## src/hdl/sfr_pkg.sv

```systemverilog
// Shared constants for the status frame receiver: framing bytes, ids and status codes.
package sfr_pkg;

  // Framing
  localparam logic [7:0] StartByte  = 8'hAA;
  localparam int unsigned MaxPayload = 252;
  localparam logic [7:0] MaxLength  = 8'(MaxPayload + 1);
  localparam int unsigned HeadDepth  = 14;
  localparam int unsigned HeadIdxW   = $clog2(HeadDepth);

  // Response and notification ids
  localparam logic [7:0] IdAck       = 8'h80;
  localparam logic [7:0] IdNak       = 8'h81;
  localparam logic [7:0] IdStatus    = 8'h82;
  localparam logic [7:0] IdPosition  = 8'h83;
  localparam logic [7:0] IdThreshold = 8'h84;
  localparam logic [7:0] IdPong      = 8'h85;
  localparam logic [7:0] IdTemp      = 8'h86;
  localparam logic [7:0] IdPot       = 8'h87;
  localparam logic [7:0] IdMoveDone  = 8'hA0;
  localparam logic [7:0] IdHomed     = 8'hA1;
  localparam logic [7:0] IdCalib     = 8'hA2;
  localparam logic [7:0] IdErrNotify = 8'hAF;

  // Minimum frame lengths (id plus payload bytes)
  localparam logic [7:0] LenStatus   = 8'd15;
  localparam logic [7:0] LenPosition = 8'd7;
  localparam logic [7:0] LenOneByte  = 8'd2;
  localparam logic [7:0] LenTemp     = 8'd9;
  localparam logic [7:0] LenPot      = 8'd4;

  // Frame status codes
  typedef enum logic [1:0] {
    StatusOk       = 2'd0,
    StatusChecksum = 2'd1,
    StatusUnknown  = 2'd2,
    StatusShort    = 2'd3
  } frame_status_e;

endpackage

```

## src/hdl/status_frame_receiver.sv

```systemverilog
// Status frame receiver: byte-wise frame parser with XOR check and cached status registers.
// Result: a frame's result is registered and valid in the cycle after its check byte is accepted.
// Throughput: one byte per cycle; only a check byte waits while a result is still unread.
// Reset: asynchronous, active low; parser returns to hunting and all caches read zero.
// Cache registers drive the result fields directly; they change only when a result is issued.
module status_frame_receiver
  import sfr_pkg::*;
(
  input  logic               clk_i,
  input  logic               rst_ni,
  input  logic               in_valid_i,
  output logic               in_ready_o,
  input  logic [7:0]         rx_byte_i,
  output logic               out_valid_o,
  input  logic               out_ready_i,
  output logic [1:0]         frame_status_o,
  output logic [7:0]         response_id_o,
  output logic [15:0]        motor_state_error_o,
  output logic [2:0]         status_flags_o,
  output logic signed [31:0] motor_position_o,
  output logic signed [15:0] position_tenths_o,
  output logic [31:0]        travel_length_o,
  output logic signed [7:0]  stall_level_o,
  output logic [7:0]         nak_code_o,
  output logic [7:0]         reported_error_o,
  output logic [63:0]        temperatures_raw_o,
  output logic [15:0]        pot_distance_mm_o
);

  typedef enum logic [2:0] {
    PhHunt,
    PhLen,
    PhId,
    PhData,
    PhCheck
  } phase_e;

  // Parser state
  phase_e      phase_q, phase_d;
  logic [7:0]  len_q, len_d;
  logic [7:0]  count_q, count_d;
  logic [7:0]  check_q, check_d;
  logic [7:0]  id_q, id_d;
  logic [7:0]  head_q [HeadDepth];

  // Caches
  logic [7:0]  mstate_q, mstate_d;
  logic [7:0]  merr_q, merr_d;
  logic [2:0]  flags_q, flags_d;
  logic [31:0] pos_q, pos_d;
  logic [15:0] pct_q, pct_d;
  logic [31:0] travel_q, travel_d;
  logic [7:0]  sgt_q, sgt_d;
  logic [7:0]  nak_q, nak_d;
  logic [31:0] tobj_q, tobj_d;
  logic [31:0] tamb_q, tamb_d;
  logic [15:0] pot_q, pot_d;

  // Result register; the id is held here so a following frame cannot disturb it
  logic          out_valid_q, out_valid_d;
  frame_status_e status_q, status_d;
  logic [7:0]    rep_q, rep_d;
  logic [7:0]    rid_q, rid_d;

  logic in_fire, result_fire, head_we;
  logic [8:0] count_inc;

  // A check byte needs a free result slot; every other byte is always taken
  assign in_ready_o  = (phase_q != PhCheck) || !out_valid_q || out_ready_i;
  assign in_fire     = in_valid_i && in_ready_o;
  assign result_fire = in_fire && (phase_q == PhCheck);
  assign count_inc   = {1'b0, count_q} + 9'd1;
  assign head_we     = in_fire && (phase_q == PhData) && (count_q < 8'(HeadDepth));

  // Parser next state
  always_comb begin
    phase_d = phase_q;
    len_d   = len_q;
    count_d = count_q;
    check_d = check_q;
    id_d    = id_q;
    if (in_fire) begin
      case (phase_q)
        PhHunt: begin
          if (rx_byte_i == StartByte) phase_d = PhLen;
        end
        PhLen: begin
          count_d = '0;
          if (rx_byte_i == 8'd0 || rx_byte_i > MaxLength) begin
            phase_d = PhHunt;
            len_d   = '0;
            check_d = '0;
          end else begin
            phase_d = PhId;
            len_d   = rx_byte_i;
            check_d = rx_byte_i;
          end
        end
        PhId: begin
          id_d    = rx_byte_i;
          check_d = check_q ^ rx_byte_i;
          phase_d = (len_q == 8'd1) ? PhCheck : PhData;
        end
        PhData: begin
          check_d = check_q ^ rx_byte_i;
          count_d = count_inc[7:0];
          if ((count_inc + 9'd1) >= {1'b0, len_q}) phase_d = PhCheck;
        end
        PhCheck: begin
          phase_d = PhHunt;
          len_d   = '0;
          count_d = '0;
          check_d = '0;
        end
        default: begin
          phase_d = PhHunt;
        end
      endcase
    end
  end

  // Frame handling on the check byte
  always_comb begin
    mstate_d = mstate_q;
    merr_d   = merr_q;
    flags_d  = flags_q;
    pos_d    = pos_q;
    pct_d    = pct_q;
    travel_d = travel_q;
    sgt_d    = sgt_q;
    nak_d    = nak_q;
    tobj_d   = tobj_q;
    tamb_d   = tamb_q;
    pot_d    = pot_q;
    status_d = status_q;
    rep_d    = rep_q;
    rid_d    = rid_q;
    if (result_fire) begin
      rep_d    = '0;
      rid_d    = id_q;
      status_d = StatusOk;
      if (check_q != rx_byte_i) begin
        status_d = StatusChecksum;
      end else begin
        case (id_q)
          IdAck: nak_d = '0;
          IdNak: begin
            if (len_q < LenOneByte) status_d = StatusShort;
            else begin
              nak_d = head_q[0];
              rep_d = head_q[0];
            end
          end
          IdStatus: begin
            if (len_q < LenStatus) status_d = StatusShort;
            else begin
              mstate_d = head_q[0];
              merr_d   = head_q[1];
              flags_d  = {flags_q[2], head_q[2][1:0]};
              pos_d    = {head_q[6], head_q[5], head_q[4], head_q[3]};
              pct_d    = {head_q[8], head_q[7]};
              travel_d = {head_q[12], head_q[11], head_q[10], head_q[9]};
              sgt_d    = head_q[13];
            end
          end
          IdPosition: begin
            if (len_q < LenPosition) status_d = StatusShort;
            else begin
              pos_d = {head_q[3], head_q[2], head_q[1], head_q[0]};
              pct_d = {head_q[5], head_q[4]};
            end
          end
          IdThreshold: begin
            if (len_q < LenOneByte) status_d = StatusShort;
            else sgt_d = head_q[0];
          end
          IdPong, IdMoveDone: ;
          IdTemp: begin
            if (len_q < LenTemp) status_d = StatusShort;
            else begin
              tobj_d = {head_q[3], head_q[2], head_q[1], head_q[0]};
              tamb_d = {head_q[7], head_q[6], head_q[5], head_q[4]};
            end
          end
          IdPot: begin
            if (len_q < LenPot) status_d = StatusShort;
            else begin
              flags_d = {(head_q[0] != 8'd0), flags_q[1:0]};
              pot_d   = {head_q[2], head_q[1]};
            end
          end
          IdHomed: flags_d = flags_q | 3'b010;
          IdCalib: flags_d = flags_q | 3'b001;
          IdErrNotify: begin
            if (len_q < LenOneByte) status_d = StatusShort;
            else rep_d = head_q[0];
          end
          default: status_d = StatusUnknown;
        endcase
      end
    end
  end

  // Result valid: set by a check byte, cleared when taken
  always_comb begin
    out_valid_d = out_valid_q;
    if (out_ready_i) out_valid_d = 1'b0;
    if (result_fire) out_valid_d = 1'b1;
  end

  // Control and cache registers
  always_ff @(posedge clk_i or negedge rst_ni) begin
    if (!rst_ni) begin
      phase_q     <= PhHunt;
      len_q       <= '0;
      count_q     <= '0;
      check_q     <= '0;
      id_q        <= '0;
      out_valid_q <= 1'b0;
      status_q    <= StatusOk;
      rep_q       <= '0;
      rid_q       <= '0;
      mstate_q    <= '0;
      merr_q      <= '0;
      flags_q     <= '0;
      pos_q       <= '0;
      pct_q       <= '0;
      travel_q    <= '0;
      sgt_q       <= '0;
      nak_q       <= '0;
      tobj_q      <= '0;
      tamb_q      <= '0;
      pot_q       <= '0;
    end else begin
      phase_q     <= phase_d;
      len_q       <= len_d;
      count_q     <= count_d;
      check_q     <= check_d;
      id_q        <= id_d;
      out_valid_q <= out_valid_d;
      status_q    <= status_d;
      rep_q       <= rep_d;
      rid_q       <= rid_d;
      mstate_q    <= mstate_d;
      merr_q      <= merr_d;
      flags_q     <= flags_d;
      pos_q       <= pos_d;
      pct_q       <= pct_d;
      travel_q    <= travel_d;
      sgt_q       <= sgt_d;
      nak_q       <= nak_d;
      tobj_q      <= tobj_d;
      tamb_q      <= tamb_d;
      pot_q       <= pot_d;
    end
  end

  // Payload head capture; no reset, entries are written before any read
  always_ff @(posedge clk_i) begin
    if (head_we) head_q[count_q[HeadIdxW-1:0]] <= rx_byte_i;
  end

  // Result fields
  assign out_valid_o         = out_valid_q;
  assign frame_status_o      = status_q;
  assign response_id_o       = rid_q;
  assign motor_state_error_o = {merr_q, mstate_q};
  assign status_flags_o      = flags_q;
  assign motor_position_o    = pos_q;
  assign position_tenths_o   = pct_q;
  assign travel_length_o     = travel_q;
  assign stall_level_o       = sgt_q;
  assign nak_code_o          = nak_q;
  assign reported_error_o    = rep_q;
  assign temperatures_raw_o  = {tamb_q, tobj_q};
  assign pot_distance_mm_o   = pot_q;

endmodule
```

## config.mk

```make
export PLATFORM = sky130hd
export DESIGN_NAME = status_frame_receiver
export DESIGN_NICKNAME = d
export VERILOG_FILES = /design/src/hdl/sfr_pkg.sv /design/src/hdl/status_frame_receiver.sv
export SDC_FILE = /design/constraint.sdc
export NUM_CORES = 1
export LEC_CHECK = 0
export BUFFER_PORTS_ARGS = -buffer_cell sky130_fd_sc_hd__clkbuf_2
export CAP_MARGIN = 20
export CORE_ASPECT_RATIO = 0.9
export CORE_MARGIN = 2
export CORE_UTILIZATION = 45
export DETAILED_ROUTE_END_ITERATION = 7
export HOLD_SLACK_MARGIN = 0.15
export PLACE_DENSITY = 0.79
export REMOVE_ABC_BUFFERS = 1
export SYNTH_ARGS = -nofsm -noshare
export SYNTH_HDL_FRONTEND = slang
export SYNTH_SLANG_ARGS = --single-unit
```

## constraint.sdc

```tcl
create_clock -name clk_i -period 2.9 [get_ports clk_i]
set_clock_uncertainty 0.15 [all_clocks]
set_input_delay 0 -clock clk_i [delete_from_list [all_inputs] [get_ports clk_i]]
set_output_delay 0 -clock clk_i [all_outputs]
set_load 0.05 [all_outputs]
```

==> flow_summary.yaml <==
status:
  outcome: "finished, violations left"
  violations: "setup timing"
grt:
  grt_max_degree: 79
  grtUsageTotal: 0.215
  grt_pass1_wl_um: 57000
  grt_pass1_vias: 9676
  grt-ovfl-total: 0
  antenna_found_initial: 0
route:
  drt_iter0_drc: 671
  ant_nets: 0
  wl_per_cell_um: 21.1
  num_vias: 9674
  avgViaCountPerCell: 5.49
  drc: 0
  drt-total-wl_um: 37200
  dr.pass1.iters: 5
worst_setup_path:
  cp.arrival_ns: 3.18
  rr_worst_depth: 12
  cp_cell_sequence: "ha_4, xor2_2, buf_4, nand3_2, buf_6, xor2_1, ha_1, a21oi_2, o21ai_1, a211oi_2, o41ai_4, a22o_1"
  cp-end-kind: "flop"
  path_max_fanout: 6
  worstPathRequired_ns: 3.17
  criticalPathCategory: "flop to flop"
  max_stage_delay_ns: 0.48
  cpMaxStageDelayCell: "dfrtp_2"
  critPathLaunchType: "flop"
power_and_ir_drop:
  p_per_area_mw_per_mm2: 708
  p_leak_nw: 8.79
  ir_worst_vdd_v: 0.000418
sta:
  drv_slew: 0
  worstMarginPinSlew_ns: 0.971
  fin_crit_sh: 1.00
  relSlewSlack: 0.352
  fin_hold_ws_ns: 0.327
  fin_ws_ns: -0.0141
  min_period_ns: 2.91
  grt_setup_unrepaired: "yes"
  hold_viol_final: 0
  max_freq_mhz: 343
  setup_viol: 1
layout:
  synthToLayoutAreaGrowth_pct: 23.9
  diodes: 0
  drive_gt1_frac: 0.402
  nFillCells: 2589
  fin_nets: 1342
  final_util: 0.568
  instances_no_fill: 1763
cts:
  cts_tree: "yes"
  cts_sinks: 361
  clk_latency_ns: 0.53
  cts.path.max_buffers: 3
  clk_pin_slew_ns: 0.06
  cts-root-buf: "clkbuf_16"
  htreeDepth: 2
  numCtsBuffers: 38
floorplanning:
  io_pins: 227
  rows: 62
  dieHeight_um: 175
  core_area_mm2: 0.0320
  start_util: 0.458
  die_w_um: 194
  die_area_mm2: 0.0340
yosys:
  syn_inst: 1033
  dominantRegCellSynth: "dfrtp_1"
  yosysSeqAreaShare: 0.655
  postSynthAreaPerCell_um2: 14.2
  synth-seq-cells: 361
  synth.distinct_cells: 63
  async_flop_share: 0.690
  synth_edf_count: 112
  yosys_warnings: 0
  syn_area_mm2: 0.0146
placed_design:
  dpl.cell_count: 1677
  io_buffers: 226
  gp_congestion: 0.859
  hpwl_um: 24800
hold_path:
  holdCritPathClass: "flop to flop"
  worstHoldPathCells: 1
run:
  cap_violations: 0
## cell usage in the layout (no fill, tap or decap), drive strengths merged, types with 3 or more instances in the layout
cell,count
a211oi,3
a21oi,62
a22o,18
a31oi,4
a32o,9
and2,8
and3,9
and4,4
buf,65
clkbuf,280
clkinv,8
dfrtp,249
dlygate4sd3,13
edfxtp,112
ha,13
inv,16
mux2,160
mux2i,50
nand2,50
nand2b,7
nand3,19
nand4,5
nor2,63
nor2b,5
nor3,7
nor3b,4
nor4,13
o21ai,32
or3,4
or4,3
xnor2,15
xor2,5
## power by group
part / leakage, nW / total (mW) / switching [mW] / internal (mW)
combinational: 3.76 / 2.15 / 1.31 / 0.841
sequential: 4.42 / 5.89 / 0.350 / 5.54
clock: 0.599 / 4.80 / 1.97 / 2.83
total: 8.79 / 12.8 / 3.63 / 9.21
## metal layers
layer / part of all wire / track usage / up-vias
li1: - / - / 4341
met1: 0.44 / 0.301 / 4966
met2: 0.49 / 0.351 / 299
met3: 0.051 / 0.0355 / 68
met4: 0.022 / 0.0597 / 0
met5: 0 / 0 / -
## layout make-up
class | instances | area [um^2] | share of cell area
Timing Repair Buffer | 303 | 1860 | 0.102
Clock inverter | 15 | 145 | 0.00800
Clock buffer | 55 | 1100 | 0.0605
Inverter | 13 | 48.8 | 0.00269
Multi-Input combinational cell | 600 | 4870 | 0.269
Tap cell | 416 | 520 | 0.0287
Sequential cell | 361 | 9600 | 0.529
## state kept, by name (all words and copies together) (netlist names), 16 cells and up
signal	count
tobj_q	32
travel_length_o	32
pot_distance_mm_o	16
position_tenths_o	16
head_q	112
tamb_q	32
motor_position_o	32
## cell usage after synthesis (all sizes together) (8+ instances only)
| cell type | instances | share of area |
|---|---|---|
| a21oi | 62 | 0.021 |
| a22o | 18 | 0.011 |
| a32o | 9 | 0.0062 |
| and2 | 8 | 0.0034 |
| and3 | 9 | 0.0038 |
| buf | 30 | 0.011 |
| clkbuf | 29 | 0.0074 |
| dfrtp | 249 | 0.43 |
| edfxtp | 112 | 0.23 |
| ha | 13 | 0.011 |
| inv | 13 | 0.0033 |
| mux2 | 160 | 0.12 |
| mux2i | 50 | 0.034 |
| nand2 | 50 | 0.013 |
| nand3 | 19 | 0.0068 |
| nor2 | 63 | 0.017 |
| nor4 | 13 | 0.0091 |
| o21ai | 32 | 0.011 |
| xnor2 | 15 | 0.0090 |
## per-stage QoR
step	TNS (ns)	instance area, um^2	power (mW)	worst slack [ns]
after floorplan	-185.44	14400	7.19	-1.64
after global placement	0	16600	7.90	0.0298
after detailed placement	-0.0872	16600	7.99	-0.0799
after CTS	0	18000	12.8	0.0254
after global routing	-0.266	18100	13.4	-0.156
final	-0.0141	18100	12.8	-0.0141
## critical path: cells and delay by family (launching register included)
| family | cells | cell delay, ns |
|---|---|---|
| AO/OA/AOI/OAI | 5 | 0.89 |
| buffers and inverters | 2 | 0.30 |
| AND/OR/NAND/NOR | 1 | 0.11 |
| XOR/XNOR | 2 | 0.31 |
| flip-flops | 1 | 0.48 |
| adder cells (fa/ha/maj) | 2 | 0.57 |
## cells by family (layout without fill, tap and decap cells)
family / Yosys count / after routing / share of synthesized area
simple gates: 208 / 208 / 0.0755
compound gates: 148 / 148 / 0.0660
fa+ha+maj: 14 / 14 / 0.0118
mux: 210 / 210 / 0.157
xor+xnor: 20 / 20 / 0.0120
flops: 361 / 361 / 0.655
buf+inv: 72 / 386 / 0.0220
## what timing repair did
action,CTS,global route
pin swaps,0,12
resized for setup,2,23
hold endpoints to repair,417,0
hold buffers,13,0
endpoints found under the setup margin,1,3
setup buffers,0,3
## path summary, 6_finish.rpt
check	slack, ns	endpoint	startpoint
max reg2reg	-0.01	phase_q[2]	count_q[1]
max	-0.01	phase_q[2]	count_q[1]
min reg2reg	0.33	travel_length_o[19]	head_q[11][3]
min	0.33	travel_length_o[19]	head_q[11][3]
min in group asynchronous	0.42	tobj_q[13]	rst_ni
max in group asynchronous	1.23	motor_position_o[2]	rst_ni
Power figures use the tool's default switching activity.
